File: src/rtl/fmr_pkg.sv
// fmr_pkg: shared types and constants of the framed message receiver.
// Used by the channel interfaces and the receiver top level; no dependencies.
package fmr_pkg;

    localparam int RX_W    = 8;
    localparam int ID_W    = 8;
    localparam int EVT_W   = 2;
    localparam int BIDX_W  = 5;
    localparam int LEN_W   = 6;
    localparam int APB_AW  = 5;
    localparam int APB_DW  = 32;

    typedef logic [EVT_W-1:0] t_event;

    localparam t_event EV_BYTE  = 2'd0;
    localparam t_event EV_DONE  = 2'd1;
    localparam t_event EV_ERROR = 2'd2;

    typedef logic [2:0] t_reg_idx;

    localparam t_reg_idx REG_START    = 3'd0;
    localparam t_reg_idx REG_STOP     = 3'd1;
    localparam t_reg_idx REG_LEN_EN   = 3'd2;
    localparam t_reg_idx REG_LEN_ATT  = 3'd3;
    localparam t_reg_idx REG_LEN_SPD  = 3'd4;
    localparam t_reg_idx REG_LEN_DUTY = 3'd5;

endpackage

File: src/rtl/fmr_rx_if.sv
// fmr_rx_if: valid/ready channel carrying one received byte per word.
// Depends on fmr_pkg for field widths.
interface fmr_rx_if;
    logic                     valid;
    logic                     ready;
    logic [fmr_pkg::RX_W-1:0] rx_byte;

    modport source (output valid, output rx_byte, input ready);
    modport sink   (input valid, input rx_byte, output ready);
endinterface

File: src/rtl/fmr_ev_if.sv
// fmr_ev_if: valid/ready channel carrying one parser event per word.
// Depends on fmr_pkg for field widths and the event type.
interface fmr_ev_if;
    logic                       valid;
    logic                       ready;
    fmr_pkg::t_event            event_res;
    logic [fmr_pkg::ID_W-1:0]   message_id;
    logic [fmr_pkg::BIDX_W-1:0] byte_index;
    logic [fmr_pkg::RX_W-1:0]   payload_byte;
    logic                       last;

    modport source (output valid, output event_res, output message_id, output byte_index,
                    output payload_byte, output last, input ready);
    modport sink   (input valid, input event_res, input message_id, input byte_index,
                    input payload_byte, input last, output ready);
endinterface

File: src/rtl/framed_message_receiver.sv
// A word that causes a single event shows it on the output in the cycle after acceptance.
// A good stop byte with n payload bytes: each word takes a store read (S_EMIT_RD), then an
// output load (S_EMIT_LD) that waits on a held output; the input is held off until the last load.
// Throughput: one byte per cycle while no payload is being walked out of the store and the output is not held.
// Reset (synchronous, active low) clears the frame state, registers and output valid;
// the payload store is not cleared and needs no clearing pass.
module framed_message_receiver #(
    parameter int MAX_PAYLOAD = 32,
    parameter int ID_ENABLE   = 1,
    parameter int ID_ATTITUDE = 2,
    parameter int ID_SPEED    = 3,
    parameter int ID_DUTY     = 4
) (
    input  logic                        i_clk,
    input  logic                        i_rst_n,
    fmr_rx_if.sink                      i_rx,
    fmr_ev_if.source                    o_ev,
    input  logic                        psel,
    input  logic                        penable,
    input  logic                        pwrite,
    input  logic [fmr_pkg::APB_AW-1:0]  paddr,
    input  logic [fmr_pkg::APB_DW-1:0]  pwdata,
    output logic [fmr_pkg::APB_DW-1:0]  prdata,
    output logic                        pready
);

    localparam int CAPACITY = (MAX_PAYLOAD < 32) ? MAX_PAYLOAD : 32;
    localparam int AW       = (CAPACITY > 1) ? $clog2(CAPACITY) : 1;
    localparam logic [fmr_pkg::LEN_W-1:0] CAP_LEN = fmr_pkg::LEN_W'(CAPACITY);

    typedef enum logic [1:0] {
        S_RUN,
        S_EMIT_RD,
        S_EMIT_LD
    } t_state;

    // configuration
    logic [fmr_pkg::RX_W-1:0]  r_start_code, r_stop_code;
    logic [fmr_pkg::LEN_W-1:0] r_len_en, r_len_att, r_len_spd, r_len_duty;
    logic                      cfg_wr;

    // frame state
    t_state                    r_state, n_state;
    logic                      r_in_frame, n_in_frame;
    logic [fmr_pkg::LEN_W-1:0] r_idx, n_idx;
    logic [fmr_pkg::LEN_W-1:0] r_exp_len, n_exp_len;
    logic [fmr_pkg::ID_W-1:0]  r_frame_id, n_frame_id;
    logic [fmr_pkg::LEN_W-1:0] r_emit_idx, n_emit_idx;

    // output register
    logic                       r_out_valid, n_out_valid;
    fmr_pkg::t_event            r_out_evt, n_out_evt;
    logic [fmr_pkg::ID_W-1:0]   r_out_id, n_out_id;
    logic [fmr_pkg::BIDX_W-1:0] r_out_bidx, n_out_bidx;
    logic [fmr_pkg::RX_W-1:0]   r_out_byte, n_out_byte;
    logic                       r_out_last, n_out_last;

    logic                      out_free, rx_fire;
    logic [fmr_pkg::RX_W-1:0]  rx_b;
    logic [fmr_pkg::LEN_W-1:0] raw_len, sat_len, idx_m1;
    logic                      id_known;
    logic                      ram_we, ram_re;
    logic [fmr_pkg::RX_W-1:0]  ram_rdata;

    // ---------------- configuration port ----------------
    assign pready = 1'b1;
    assign cfg_wr = psel && penable && pwrite && pready;

    always_ff @(posedge i_clk) begin
        if (!i_rst_n) begin
            r_start_code <= '0;
            r_stop_code  <= '0;
            r_len_en     <= '0;
            r_len_att    <= '0;
            r_len_spd    <= '0;
            r_len_duty   <= '0;
        end else if (cfg_wr) begin
            unique case (paddr[4:2])
                fmr_pkg::REG_START:    r_start_code <= pwdata[7:0];
                fmr_pkg::REG_STOP:     r_stop_code  <= pwdata[7:0];
                fmr_pkg::REG_LEN_EN:   r_len_en     <= pwdata[5:0];
                fmr_pkg::REG_LEN_ATT:  r_len_att    <= pwdata[5:0];
                fmr_pkg::REG_LEN_SPD:  r_len_spd    <= pwdata[5:0];
                fmr_pkg::REG_LEN_DUTY: r_len_duty   <= pwdata[5:0];
                default: ;
            endcase
        end
    end

    always_comb begin
        unique case (paddr[4:2])
            fmr_pkg::REG_START:    prdata = fmr_pkg::APB_DW'(r_start_code);
            fmr_pkg::REG_STOP:     prdata = fmr_pkg::APB_DW'(r_stop_code);
            fmr_pkg::REG_LEN_EN:   prdata = fmr_pkg::APB_DW'(r_len_en);
            fmr_pkg::REG_LEN_ATT:  prdata = fmr_pkg::APB_DW'(r_len_att);
            fmr_pkg::REG_LEN_SPD:  prdata = fmr_pkg::APB_DW'(r_len_spd);
            fmr_pkg::REG_LEN_DUTY: prdata = fmr_pkg::APB_DW'(r_len_duty);
            default:               prdata = '0;
        endcase
    end

    // ---------------- identifier lookup ----------------
    assign rx_b = i_rx.rx_byte;

    // first match wins when identifiers collide
    always_comb begin
        priority if (rx_b == 8'(ID_ENABLE))   raw_len = r_len_en;
        else if     (rx_b == 8'(ID_ATTITUDE)) raw_len = r_len_att;
        else if     (rx_b == 8'(ID_SPEED))    raw_len = r_len_spd;
        else if     (rx_b == 8'(ID_DUTY))     raw_len = r_len_duty;
        else                                  raw_len = '0;
    end

    assign sat_len  = (raw_len > CAP_LEN) ? CAP_LEN : raw_len;
    assign id_known = (r_frame_id == 8'(ID_ENABLE))   || (r_frame_id == 8'(ID_ATTITUDE)) ||
                      (r_frame_id == 8'(ID_SPEED))    || (r_frame_id == 8'(ID_DUTY));

    // ---------------- payload store ----------------
    assign idx_m1 = r_idx - 6'd1;
    assign ram_we = rx_fire && r_in_frame && (r_idx != '0) && (r_idx <= r_exp_len);
    assign ram_re = (r_state == S_EMIT_RD);

    fmr_ram #(
        .WIDTH (fmr_pkg::RX_W),
        .DEPTH (CAPACITY)
    ) u_store (
        .i_clk   (i_clk),
        .i_we    (ram_we),
        .i_waddr (idx_m1[AW-1:0]),
        .i_wdata (rx_b),
        .i_re    (ram_re),
        .i_raddr (r_emit_idx[AW-1:0]),
        .o_rdata (ram_rdata)
    );

    // ---------------- parser ----------------
    assign out_free   = !r_out_valid || o_ev.ready;
    assign i_rx.ready = (r_state == S_RUN) && out_free;
    assign rx_fire    = i_rx.valid && i_rx.ready;

    always_comb begin
        n_state     = r_state;
        n_in_frame  = r_in_frame;
        n_idx       = r_idx;
        n_exp_len   = r_exp_len;
        n_frame_id  = r_frame_id;
        n_emit_idx  = r_emit_idx;
        n_out_valid = r_out_valid && !o_ev.ready;
        n_out_evt   = r_out_evt;
        n_out_id    = r_out_id;
        n_out_bidx  = r_out_bidx;
        n_out_byte  = r_out_byte;
        n_out_last  = r_out_last;

        unique case (r_state)
            S_RUN: begin
                if (rx_fire) begin
                    priority if (!r_in_frame) begin
                        if (rx_b == r_start_code) begin
                            n_in_frame = 1'b1;
                            n_idx      = '0;
                        end else begin
                            n_out_valid = 1'b1;
                            n_out_evt   = fmr_pkg::EV_ERROR;
                            n_out_id    = '0;
                            n_out_bidx  = '0;
                            n_out_byte  = '0;
                            n_out_last  = 1'b1;
                        end
                    end else if (r_idx == '0) begin
                        n_frame_id = rx_b;
                        n_exp_len  = sat_len;
                        n_idx      = 6'd1;
                    end else if (r_idx <= r_exp_len) begin
                        n_idx = r_idx + 6'd1;
                    end else begin
                        // closing byte
                        n_in_frame  = 1'b0;
                        n_idx       = '0;
                        n_out_bidx  = '0;
                        n_out_byte  = '0;
                        n_out_last  = 1'b1;
                        priority if (rx_b != r_stop_code) begin
                            n_out_valid = 1'b1;
                            n_out_evt   = fmr_pkg::EV_ERROR;
                            n_out_id    = '0;
                        end else if (!id_known) begin
                            n_out_valid = 1'b1;
                            n_out_evt   = fmr_pkg::EV_ERROR;
                            n_out_id    = r_frame_id;
                        end else if (r_exp_len == '0) begin
                            n_out_valid = 1'b1;
                            n_out_evt   = fmr_pkg::EV_DONE;
                            n_out_id    = r_frame_id;
                        end else begin
                            n_emit_idx = '0;
                            n_state    = S_EMIT_RD;
                        end
                    end
                end
            end
            S_EMIT_RD: begin
                n_state = S_EMIT_LD;
            end
            S_EMIT_LD: begin
                // store read data holds until the next read is issued
                if (out_free) begin
                    n_out_valid = 1'b1;
                    n_out_evt   = fmr_pkg::EV_BYTE;
                    n_out_id    = r_frame_id;
                    n_out_bidx  = r_emit_idx[fmr_pkg::BIDX_W-1:0];
                    n_out_byte  = ram_rdata;
                    n_out_last  = (r_emit_idx + 6'd1 == r_exp_len);
                    n_emit_idx  = r_emit_idx + 6'd1;
                    n_state     = (r_emit_idx + 6'd1 == r_exp_len) ? S_RUN : S_EMIT_RD;
                end
            end
            default: n_state = S_RUN;
        endcase
    end

    always_ff @(posedge i_clk) begin
        if (!i_rst_n) begin
            r_state     <= S_RUN;
            r_in_frame  <= 1'b0;
            r_idx       <= '0;
            r_exp_len   <= '0;
            r_frame_id  <= '0;
            r_emit_idx  <= '0;
            r_out_valid <= 1'b0;
        end else begin
            r_state     <= n_state;
            r_in_frame  <= n_in_frame;
            r_idx       <= n_idx;
            r_exp_len   <= n_exp_len;
            r_frame_id  <= n_frame_id;
            r_emit_idx  <= n_emit_idx;
            r_out_valid <= n_out_valid;
        end
        r_out_evt  <= n_out_evt;
        r_out_id   <= n_out_id;
        r_out_bidx <= n_out_bidx;
        r_out_byte <= n_out_byte;
        r_out_last <= n_out_last;
    end

    assign o_ev.valid        = r_out_valid;
    assign o_ev.event_res    = r_out_evt;
    assign o_ev.message_id   = r_out_id;
    assign o_ev.byte_index   = r_out_bidx;
    assign o_ev.payload_byte = r_out_byte;
    assign o_ev.last         = r_out_last;

    // ---------------- checks ----------------
    a_no_rx_while_emit: assert property (@(posedge i_clk) disable iff (!i_rst_n)
        (r_state != S_RUN) |-> !i_rx.ready)
        else $error("input taken while payload is walked out");

    a_emit_in_range: assert property (@(posedge i_clk) disable iff (!i_rst_n)
        (r_state != S_RUN) |-> (r_emit_idx < r_exp_len) && !r_in_frame)
        else $error("emit index past frame length");

    a_store_write_in_frame: assert property (@(posedge i_clk) disable iff (!i_rst_n)
        ram_we |-> (idx_m1 < CAP_LEN) && (r_state == S_RUN))
        else $error("store write outside payload range");

    a_read_then_load: assert property (@(posedge i_clk) disable iff (!i_rst_n)
        (r_state == S_EMIT_RD) |=> (r_state == S_EMIT_LD))
        else $error("store read not followed by output load");

    a_byte_last_returns: assert property (@(posedge i_clk) disable iff (!i_rst_n)
        (r_state == S_EMIT_LD) && out_free && (r_emit_idx + 6'd1 == r_exp_len)
        |=> (r_state == S_RUN) && r_out_valid && r_out_last)
        else $error("final payload word not flagged last");

endmodule

File: src/rtl/fmr_ram.sv
// fmr_ram: generic single-port-write, single-port-read RAM with registered read.
// Standalone; no package dependency.
module fmr_ram #(
    parameter int WIDTH = 8,
    parameter int DEPTH = 32
) (
    input  logic                                  i_clk,
    input  logic                                  i_we,
    input  logic [(DEPTH > 1 ? $clog2(DEPTH) : 1)-1:0] i_waddr,
    input  logic [WIDTH-1:0]                      i_wdata,
    input  logic                                  i_re,
    input  logic [(DEPTH > 1 ? $clog2(DEPTH) : 1)-1:0] i_raddr,
    output logic [WIDTH-1:0]                      o_rdata
);

    logic [WIDTH-1:0] r_mem [DEPTH];
    logic [WIDTH-1:0] r_rdata;

    always_ff @(posedge i_clk) begin
        if (i_we) begin
            r_mem[i_waddr] <= i_wdata;
        end
        if (i_re) begin
            r_rdata <= r_mem[i_raddr];
        end
    end

    assign o_rdata = r_rdata;

endmodule
File: src/flat_wrapper.sv
// flat-port wrapper written by rule: the top's interface ports become plain ports
module framed_message_receiver_flat 
#(
    parameter int MAX_PAYLOAD = 32,
    parameter int ID_ENABLE   = 1,
    parameter int ID_ATTITUDE = 2,
    parameter int ID_SPEED    = 3,
    parameter int ID_DUTY     = 4
)
  (i_clk, i_rst_n, psel, penable, pwrite, paddr, pwdata, prdata, pready, i_rx_valid, i_rx_rx_byte, i_rx_ready, o_ev_valid, o_ev_event_res, o_ev_message_id, o_ev_byte_index, o_ev_payload_byte, o_ev_last, o_ev_ready);
  fmr_rx_if i_rx_i ();
  fmr_ev_if o_ev_i ();
  input  logic i_clk;
  input  logic i_rst_n;
  input  logic psel;
  input  logic penable;
  input  logic pwrite;
  input  logic [fmr_pkg::APB_AW-1:0] paddr;
  input  logic [fmr_pkg::APB_DW-1:0] pwdata;
  output logic [fmr_pkg::APB_DW-1:0] prdata;
  output logic pready;
  input wire logic [$bits(i_rx_i.valid)-1:0] i_rx_valid;
  input wire logic [$bits(i_rx_i.rx_byte)-1:0] i_rx_rx_byte;
  output wire logic [$bits(i_rx_i.ready)-1:0] i_rx_ready;
  output wire logic [$bits(o_ev_i.valid)-1:0] o_ev_valid;
  output wire logic [$bits(o_ev_i.event_res)-1:0] o_ev_event_res;
  output wire logic [$bits(o_ev_i.message_id)-1:0] o_ev_message_id;
  output wire logic [$bits(o_ev_i.byte_index)-1:0] o_ev_byte_index;
  output wire logic [$bits(o_ev_i.payload_byte)-1:0] o_ev_payload_byte;
  output wire logic [$bits(o_ev_i.last)-1:0] o_ev_last;
  input wire logic [$bits(o_ev_i.ready)-1:0] o_ev_ready;
  assign i_rx_i.valid = i_rx_valid;
  assign i_rx_i.rx_byte = i_rx_rx_byte;
  assign i_rx_ready = i_rx_i.ready;
  assign o_ev_valid = o_ev_i.valid;
  assign o_ev_event_res = o_ev_i.event_res;
  assign o_ev_message_id = o_ev_i.message_id;
  assign o_ev_byte_index = o_ev_i.byte_index;
  assign o_ev_payload_byte = o_ev_i.payload_byte;
  assign o_ev_last = o_ev_i.last;
  assign o_ev_i.ready = o_ev_ready;
  framed_message_receiver #(.MAX_PAYLOAD(MAX_PAYLOAD), .ID_ENABLE(ID_ENABLE), .ID_ATTITUDE(ID_ATTITUDE), .ID_SPEED(ID_SPEED), .ID_DUTY(ID_DUTY)) u_core (.i_clk(i_clk), .i_rst_n(i_rst_n), .i_rx(i_rx_i), .o_ev(o_ev_i), .psel(psel), .penable(penable), .pwrite(pwrite), .paddr(paddr), .pwdata(pwdata), .prdata(prdata), .pready(pready));
endmodule
File: config.mk
export PLATFORM = sky130hd
export DESIGN_NAME = framed_message_receiver_flat
export DESIGN_NICKNAME = d
export VERILOG_FILES = /design/src/rtl/fmr_pkg.sv /design/src/rtl/fmr_rx_if.sv /design/src/rtl/fmr_ev_if.sv /design/src/rtl/framed_message_receiver.sv /design/src/rtl/fmr_ram.sv /design/src/flat_wrapper.sv
export SDC_FILE = /design/constraint.sdc
export NUM_CORES = 1
export LEC_CHECK = 0
export BUFFER_PORTS_ARGS = -buffer_cell sky130_fd_sc_hd__buf_2
export CORE_ASPECT_RATIO = 0.9
export CORE_MARGIN = 2
export CORE_UTILIZATION = 60
export DETAILED_ROUTE_END_ITERATION = 6
export PLACE_DENSITY = 0.86
export RECOVER_POWER = 100
export SYNTH_ARGS = -nofsm -noshare
export SYNTH_HDL_FRONTEND = slang
export SYNTH_SLANG_ARGS = --single-unit
File: constraint.sdc
create_clock -name i_clk -period 3.9 [get_ports i_clk]
set_input_delay 0.195 -clock i_clk [delete_from_list [all_inputs] [get_ports i_clk]]
set_output_delay 0.195 -clock i_clk [all_outputs]
set_load 0.05 [all_outputs]
==> metrics.md, run 1 <==
| Metric | Value |
|---|---|
| Post-cts resize count | 0 |
| GRT Total Usage | 0.273 |
| Post-Route WL | 35.2 mm |
| DR pass1 iterations | 5 |
| Post-synth cell types | 54 |
| Worst setup margin | 563 ps |
| Static Leak | 5.34 nW |
| Final core occ | 0.679 |
| Worst-case clock buffer depth | 3 |
| Asr flop ratio synth | 0 |
| Routed len/inst | 24.3 um |
| Worst hold path type | input port to flop |
| Clock Root Buffer | clkbuf_16 |
| Placed Area | 16,000 um2 |
| Fillers | 1,669 |
| Fin crit share | 0.856 |
| Postcts setup bufs | 0 |
| R2r startpoint | u_core.r_idx[1] |
| Largest net degree at the start of global routing | 63 |
| Hpwl dp | 22.0 mm |
| Commonest non-fill, non-tap cells in the layout | edfxtp_1, nor2_1, clkbuf_1 |
| Final setup fails | 0 |
| CTS Buf Count | 36 |
| Area growth syn-to-layout | 11.8% |
| Critical Path, Cell by Cell | ha_1 -> nor2b_1 -> o21ai_0 -> a32oi_1 -> nor3_1 -> nand2_1 -> nor2_1 -> clkbuf_1 |
| Layout cell share with drive strength beyond 1 | 0.158 |
| Synth Area in Adders | 0.00990 |
| Post-synth top area cell | edfxtp_1 |
| Number of vias in the routed layout | 9,100 |
| Max-slew violation count | 151 |
| Placed insts | 1,382 |
| Die width | 172 um |
| Gate Count Post-Synth | 980 |
| Sequential area share after synthesis | 0.663 |
| Vias/cell | 6.28 |
| Dominant synthesized flop cell | edfxtp_1 |
| EDFF count, synth | 288 |
| Buf/Inv on CP | 1 |
| Grt ovf | 0 |
| Synth Area in XOR/XNOR | 0.0179 |
| Global Route met1 Usage | 0.381 |
| Final Instance Count excl. Fillers | 1,449 |
| Synth Area in Compound Gates | 0.0390 |
| CORE AREA | 25,000 um2 |
| # hold bufs at CTS | 2 |
| Final Hold Vio Count | 0 |
| Simple-Gate Fraction of Synth Area | 0.0800 |
| Fin area | 17,000 um2 |
| Top Usage Layer GRT | met2 |
| Vias in the first global route | 8,963 |
| Worst slew pin tran | 1970 ps |
| Top cell family by delay on the critical path | simple AND/OR/NAND/NOR gates |
| Worst-path clk slew | 60 ps |
| Syn. warnings | 0 |
| First-pass GRT wire length | 53.9 mm |
| Worst Path Max Fanout | 11 |
| Pre-CTS setup slack | 740 ps |
| Final min period | 3340 ps |
| Residual DRC count | 0 |
| Met3 usage | 0.0455 |
| Worst vdd ir | 0.000405 V |
| RSZ-0062 raised after global routing | no |
| Syn avg cell area | 15.5 um2 |
| Drt first-iter violations | 1,194 |
| PD cells | 463 nW/um2 |
| Endpoint type of the worst setup path | flop |
| CTS tree | done |
| Failing checks | capacitance limit, slew limit |
| Io pins | 111 |
| Initial antenna violation count | 0 |
| Setup crit start kind | flop |
| Most common cell after layout, fill and taps aside | edfxtp_1 |
| Die H | 155 um |
| Hold_ws | 6.94 ps |
| Kind of critical path | flop to flop |
| Worst skew pair latency | 520 ps |
| Synth top area cells | edfxtp_1, mux4_2, dfxtp_1, mux2i_1, nor2_1 |
| Total negative slack | 0 ps |
| N_diodes | 0 |
| Slowest cell on the critical path | dfxtp_1 |
| Power, Total | 7.86 mW |
| CTS sink count | 358 |
| Mapped cell area | 15,200 um2 |
| Effective utilization at floorplan | 0.607 |
| Met2 usage | 0.450 |
| H-tree levels | 2 |
| Required time of the critical path | 4080 ps |
| Final #Nets | 1,144 |
| Synthesized flop and latch total | 358 |
| Rel. slew slack | -0.313 |
| Port Buffers | 59 |
| Cell Rows | 55 |
| Die ar. | 26,600 um2 |
| Worst Path Arrival | 3510 ps |
| Antenna viol nets, final | 0 |
| Largest family of logic cells by synthesized area | multiplexers |
| RD Place Congestion | 0.907 |
| Status | complete, but fails checks |
| Highest Clock Rate | 300 MHz |
| Crit. Startpoint | u_core.r_idx[1] |
| Multiplexer area fraction after synthesis | 0.161 |
| Hold Path Origin | pwdata[5] |
| Yosys top cell area share | 0.570 |
| Max incr delay on CP | 540 ps |
| Max-Cap Viols | 5 |
| Post-Route Skew | 22.6 ps |
## cell type report
class                      count  area [um2]  share of cell area
sequential                   358       10100               0.593
multi-input combinational    558        4740               0.280
clock buffer                  45         966              0.0570
timing repair buffer         112         510              0.0301
tap                          342         428              0.0252
clock inverter                20         201              0.0119
inverter                      14        52.6             0.00310
## worst paths after layout
kind                                      to  slack (ps)  cells after the start
hold reg to reg         u_core.r_frame_id[2]         480                      2
hold / removal        u_core.r_start_code[5]           7                      3
setup / recovery  u_core.u_store.r_mem[8][1]         560                      8
setup reg to reg  u_core.u_store.r_mem[8][1]         560                      8
## registers in the layout (all words and copies together), names as in the netlist
name / flops
u_core.o_ev.valid: 1
u_core.r_emit_idx: 6
u_core.r_state: 2
u_core.u_store.r_mem: 256
u_core.r_len_duty: 6
u_core.r_frame_id: 8
u_core.r_idx: 6
u_core.r_exp_len: 6
u_core.o_ev.byte_index: 5
u_core.r_len_spd: 6
u_core.r_stop_code: 8
u_core.o_ev.event_res: 2
u_core.r_start_code: 8
u_core.r_in_frame: 1
u_core.o_ev.message_id: 8
u_core.o_ev.last: 1
u_core.r_len_att: 6
u_core.r_len_en: 6
u_core.o_ev.payload_byte: 8
u_core.u_store.o_rdata: 8
## worst min-delay path: stages
cell and delay, ps:
buf_2 140, mux2i_1 80, nor2_1 70
## layer usage
metal	share of wire	wire length [um]
met1	0.39	13800
met2	0.50	17500
met3	0.084	2960
met4	0.027	949
met5	0	0
## synth_stat cells (3+ instances only)
| master | count |
|---|---|
| edfxtp_1 | 288 |
| nor2_1 | 104 |
| mux4_2 | 80 |
| dfxtp_1 | 70 |
| mux2i_1 | 49 |
| nand2_1 | 48 |
| clkbuf_1 | 28 |
| a21oi_1 | 25 |
| buf_4 | 25 |
| nor2b_1 | 20 |
| nor3_1 | 20 |
| xnor2_1 | 20 |
| and2_1 | 17 |
| a22oi_1 | 14 |
| o21ai_0 | 14 |
| inv_1 | 13 |
| mux2_2 | 13 |
| ha_1 | 12 |
| nand3_1 | 12 |
| buf_1 | 11 |
| xor2_1 | 11 |
| a31oi_1 | 7 |
| buf_2 | 7 |
| nand2b_1 | 6 |
| o22ai_1 | 6 |
| nor4_1 | 5 |
| o32ai_1 | 5 |
| nand4_1 | 4 |
| a311oi_1 | 3 |
| a32oi_1 | 3 |
| and3_1 | 3 |
| nand3b_1 | 3 |
| nor3_2 | 3 |
| or2_2 | 3 |
| or3_1 | 3 |
## where the power goes
group	leakage [nW]	total (mW)	internal [mW]	switching, mW
Combinational	1.59	0.273	0.0402	0.233
Sequential	3.17	4.14	4.13	0.00614
Clock	0.573	3.44	2.03	1.42
Total	5.34	7.86	6.20	1.66
## logic make-up (layout without fill, tap and decap cells)
group                    Yosys count  count (layout)
multiplexers                     142             142
adder cells (fa/ha/maj)           12              12
AO/OA/AOI/OAI                     91              91
AND/OR/NAND/NOR                  257             257
buffers and inverters             87             191
XOR/XNOR                          31              31
flip-flops                       358             358
other                              2              25
Power figures use the tool's default switching activity.
==> run 2, diff against run 1 <==
- CORE_UTILIZATION: 60 -> 61
- CTS_BUF_LIST: default -> sky130_fd_sc_hd__clkbuf_4 sky130_fd_sc_hd__clkbuf_8
- PLACE_DENSITY: 0.86 -> 0.88
==> metrics.md, run 2 (same netlist as run 1, synthesis figures left out) <==
| Metric | Value |
|---|---|
| Routed len/inst | 23.6 um (was 24.3 um) |
| Worst skew pair latency | 590 ps (was 520 ps) |
| Fin crit share | 0.894 (was 0.856) |
| Postcts setup bufs | 0 (unchanged) |
| Status | complete, but fails checks (unchanged) |
| Worst hold path type | input port to flop (unchanged) |
| Post-Route WL | 34.2 mm (was 35.2 mm) |
| Grt ovf | 0 (unchanged) |
| Max-Cap Viols | 9 (was 5) |
| Highest Clock Rate | 287 MHz (was 300 MHz) |
| Max reg flops | 256 (unchanged) |
| Clock Root Buffer | clkbuf_8 (was clkbuf_16) |
| CORE AREA | 24,300 um2 (was 25,000 um2) |
| Die ar. | 26,100 um2 (was 26,600 um2) |
| Clock network fraction of total power | 0.402 (was 0.438) |
| Layout cell share with drive strength beyond 1 | 0.188 (was 0.158) |
| Hpwl dp | 21.9 mm (was 22.0 mm) |
| Number of vias in the routed layout | 9,087 (was 9,100) |
| Reg2Reg Depth | 8 (unchanged) |
| N_diodes | 0 (unchanged) |
| Cell Rows | 54 (was 55) |
| Fillers | 1,573 (was 1,669) |
| Port Buffers | 59 (unchanged) |
| R2r startpoint | u_core.r_idx[1] (unchanged) |
| H-tree levels | 2 (unchanged) |
| CTS tree | done (unchanged) |
| Drt first-iter violations | 1,117 (was 1,194) |
| Worst Path Arrival | 3700 ps (was 3510 ps) |
| Final setup fails | 0 (unchanged) |
| Sequential power share | 0.560 (was 0.527) |
| Placed insts | 1,343 (was 1,382) |
| Hold_ws | 60.2 ps (was 6.94 ps) |
| Reg with most FFs | u_core.u_store.r_mem (unchanged) |
| Pint | 5.77 mW (was 6.20 mW) |
| Antenna viol nets, final | 0 (unchanged) |
| DR pass1 iterations | 6 (was 5) |
| Comb power frac | 0.038 (was 0.035) |
| Die width | 170 um (was 172 um) |
| # hold bufs at CTS | 10 (was 2) |
| R2R Setup Slk | 420 ps (was 560 ps) |
| Critical Path End | u_core.u_store.r_mem[3][3] (was u_core.u_store.r_mem[8][1]) |
| Largest net degree at the start of global routing | 67 (was 63) |
| Switching part of the total | 0.221 (was 0.211) |
| First-pass GRT wire length | 52.2 mm (was 53.9 mm) |
| Residual DRC count | 0 (unchanged) |
| Initial antenna violation count | 0 (unchanged) |
| Setup crit start kind | flop (unchanged) |
| CTS sink count | 358 (unchanged) |
| Worst vdd ir | 0.000298 V (was 0.000405 V) |
| Die H | 154 um (was 155 um) |
| PD cells | 439 nW/um2 (was 463 nW/um2) |
| Worst Path Max Fanout | 11 (unchanged) |
| Total negative slack | 0 ps (unchanged) |
| Io pins | 111 (unchanged) |
| Most common cell after layout, fill and taps aside | edfxtp_1 (unchanged) |
| Static Leak | 5.37 nW (was 5.34 nW) |
| Worst-case clock buffer depth | 3 (unchanged) |
| Worst slew pin tran | 2280 ps (was 1970 ps) |
| Final #Nets | 1,164 (was 1,144) |
| Rel. slew slack | -0.523 (was -0.313) |
| Area growth syn-to-layout | 11.3% (was 11.8%) |
| CTS Buf Count | 53 (was 36) |
| Required time of the critical path | 4110 ps (was 4080 ps) |
| Worst-path clk slew | 60 ps (about the same) |
| Worst R2R End | u_core.u_store.r_mem[3][3] (was u_core.u_store.r_mem[8][1]) |
| GRT Total Usage | 0.267 (was 0.273) |
| Vias/cell | 6.26 (was 6.28) |
| Effective utilization at floorplan | 0.624 (was 0.607) |
| RSZ-0062 raised after global routing | no (unchanged) |
| Max-slew violation count | 364 (was 151) |
| Post-Route Skew | 35.3 ps (was 22.6 ps) |
| RD Place Congestion | 0.924 (was 0.907) |
| Post-cts resize count | 0 (unchanged) |
| Failing checks | capacitance limit, slew limit (unchanged) |
| Final Instance Count excl. Fillers | 1,452 (was 1,449) |
| Commonest non-fill, non-tap cells in the layout | edfxtp_1, nor2_1, mux4_2 (was edfxtp_1, nor2_1, clkbuf_1) |
| Endpoint type of the worst setup path | flop (unchanged) |
| Kind of critical path | flop to flop (unchanged) |
| P_sw | 1.63 mW (was 1.66 mW) |
| Final min period | 3480 ps (was 3340 ps) |
| Vias in the first global route | 8,949 (was 8,963) |
| Crit. Startpoint | u_core.r_idx[1] (unchanged) |
| Final Hold Vio Count | 0 (unchanged) |
[run 2: cell types whose count changed in the layout (fill, tap and decap cells not counted), sizes merged]
cell         previous run  this run
clkinv                 14        17
dlygate4sd3             2        10
clkbuf                130       158
clkinvlp                0         2
bufinv                  4         0
[run 2: worst min path at each step]
stage / to / slack (ps) / start / depth (start not counted)
global route: u_core.o_ev.valid / 80 / i_rx_valid / 4
finish: u_core.o_ev.valid / 60 / i_rx_valid / 4
CTS: u_core.o_ev.valid / 40 / i_rx_valid / 4
global placement: u_core.r_start_code[7] / 440 / pwdata[7] / 3
detailed placement: u_core.r_start_code[7] / 460 / pwdata[7] / 3
floorplan: u_core.u_store.r_mem[0][0] / 290 / i_rx_rx_byte[0] / 0
[run 2: power by group through the flow]
stage	logic [mW]	registers (mW)	clock network, mW
floorplan	0.145	4.26	0
global placement	0.270	4.22	0
detailed placement	0.276	4.22	0
CTS	0.286	4.14	3.02
global route	0.295	4.14	3.18
finish	0.281	4.14	2.98
[run 2: layout make-up]
class                   instances  area (um2)  share of cell area
clock inverters                21         105             0.00623
clock buffers                  78         961              0.0569
well taps                     308         385              0.0228
inverters                      14        52.6             0.00311
flip-flops and latches        358       10100               0.596
multi-input cells             558        4760               0.282
repair buffers                115         562              0.0333
[run 2: worst max-delay path: stages, from the launching register on]
cell      delay (ps)
dfxtp_1          550
ha_1             330
nor2b_1          140
o21ai_0          190
a32oi_1          230
nor3_1           510
nand2_1          370
nor3b_1          310
clkbuf_1         470
[run 2: routing by layer]
| layer | vias to the layer above | wire length, um | global-route usage | part of all wire |
|---|---|---|---|---|
| li1 | 3971 | - | - | - |
| met1 | 4560 | 13700 | 0.373 | 0.40 |
| met4 | 0 | 856 | 0.0871 | 0.025 |
| met2 | 474 | 16900 | 0.434 | 0.49 |
| met3 | 82 | 2790 | 0.0471 | 0.081 |
| met5 | - | 0 | 0 | 0 |
[run 2: per-stage QoR]
stage / area (um2) / util / worst slack (ps) / power [mW]
floorplan: 15300 / - / 1050 / 4.40
global route: 16900 / 0.694 / 179 / 7.62
detailed placement: 15900 / 0.654 / 627 / 4.49
global placement: 15900 / 0.654 / 790 / 4.49
CTS: 17100 / 0.702 / 584 / 7.44
finish: 16900 / 0.694 / 415 / 7.40
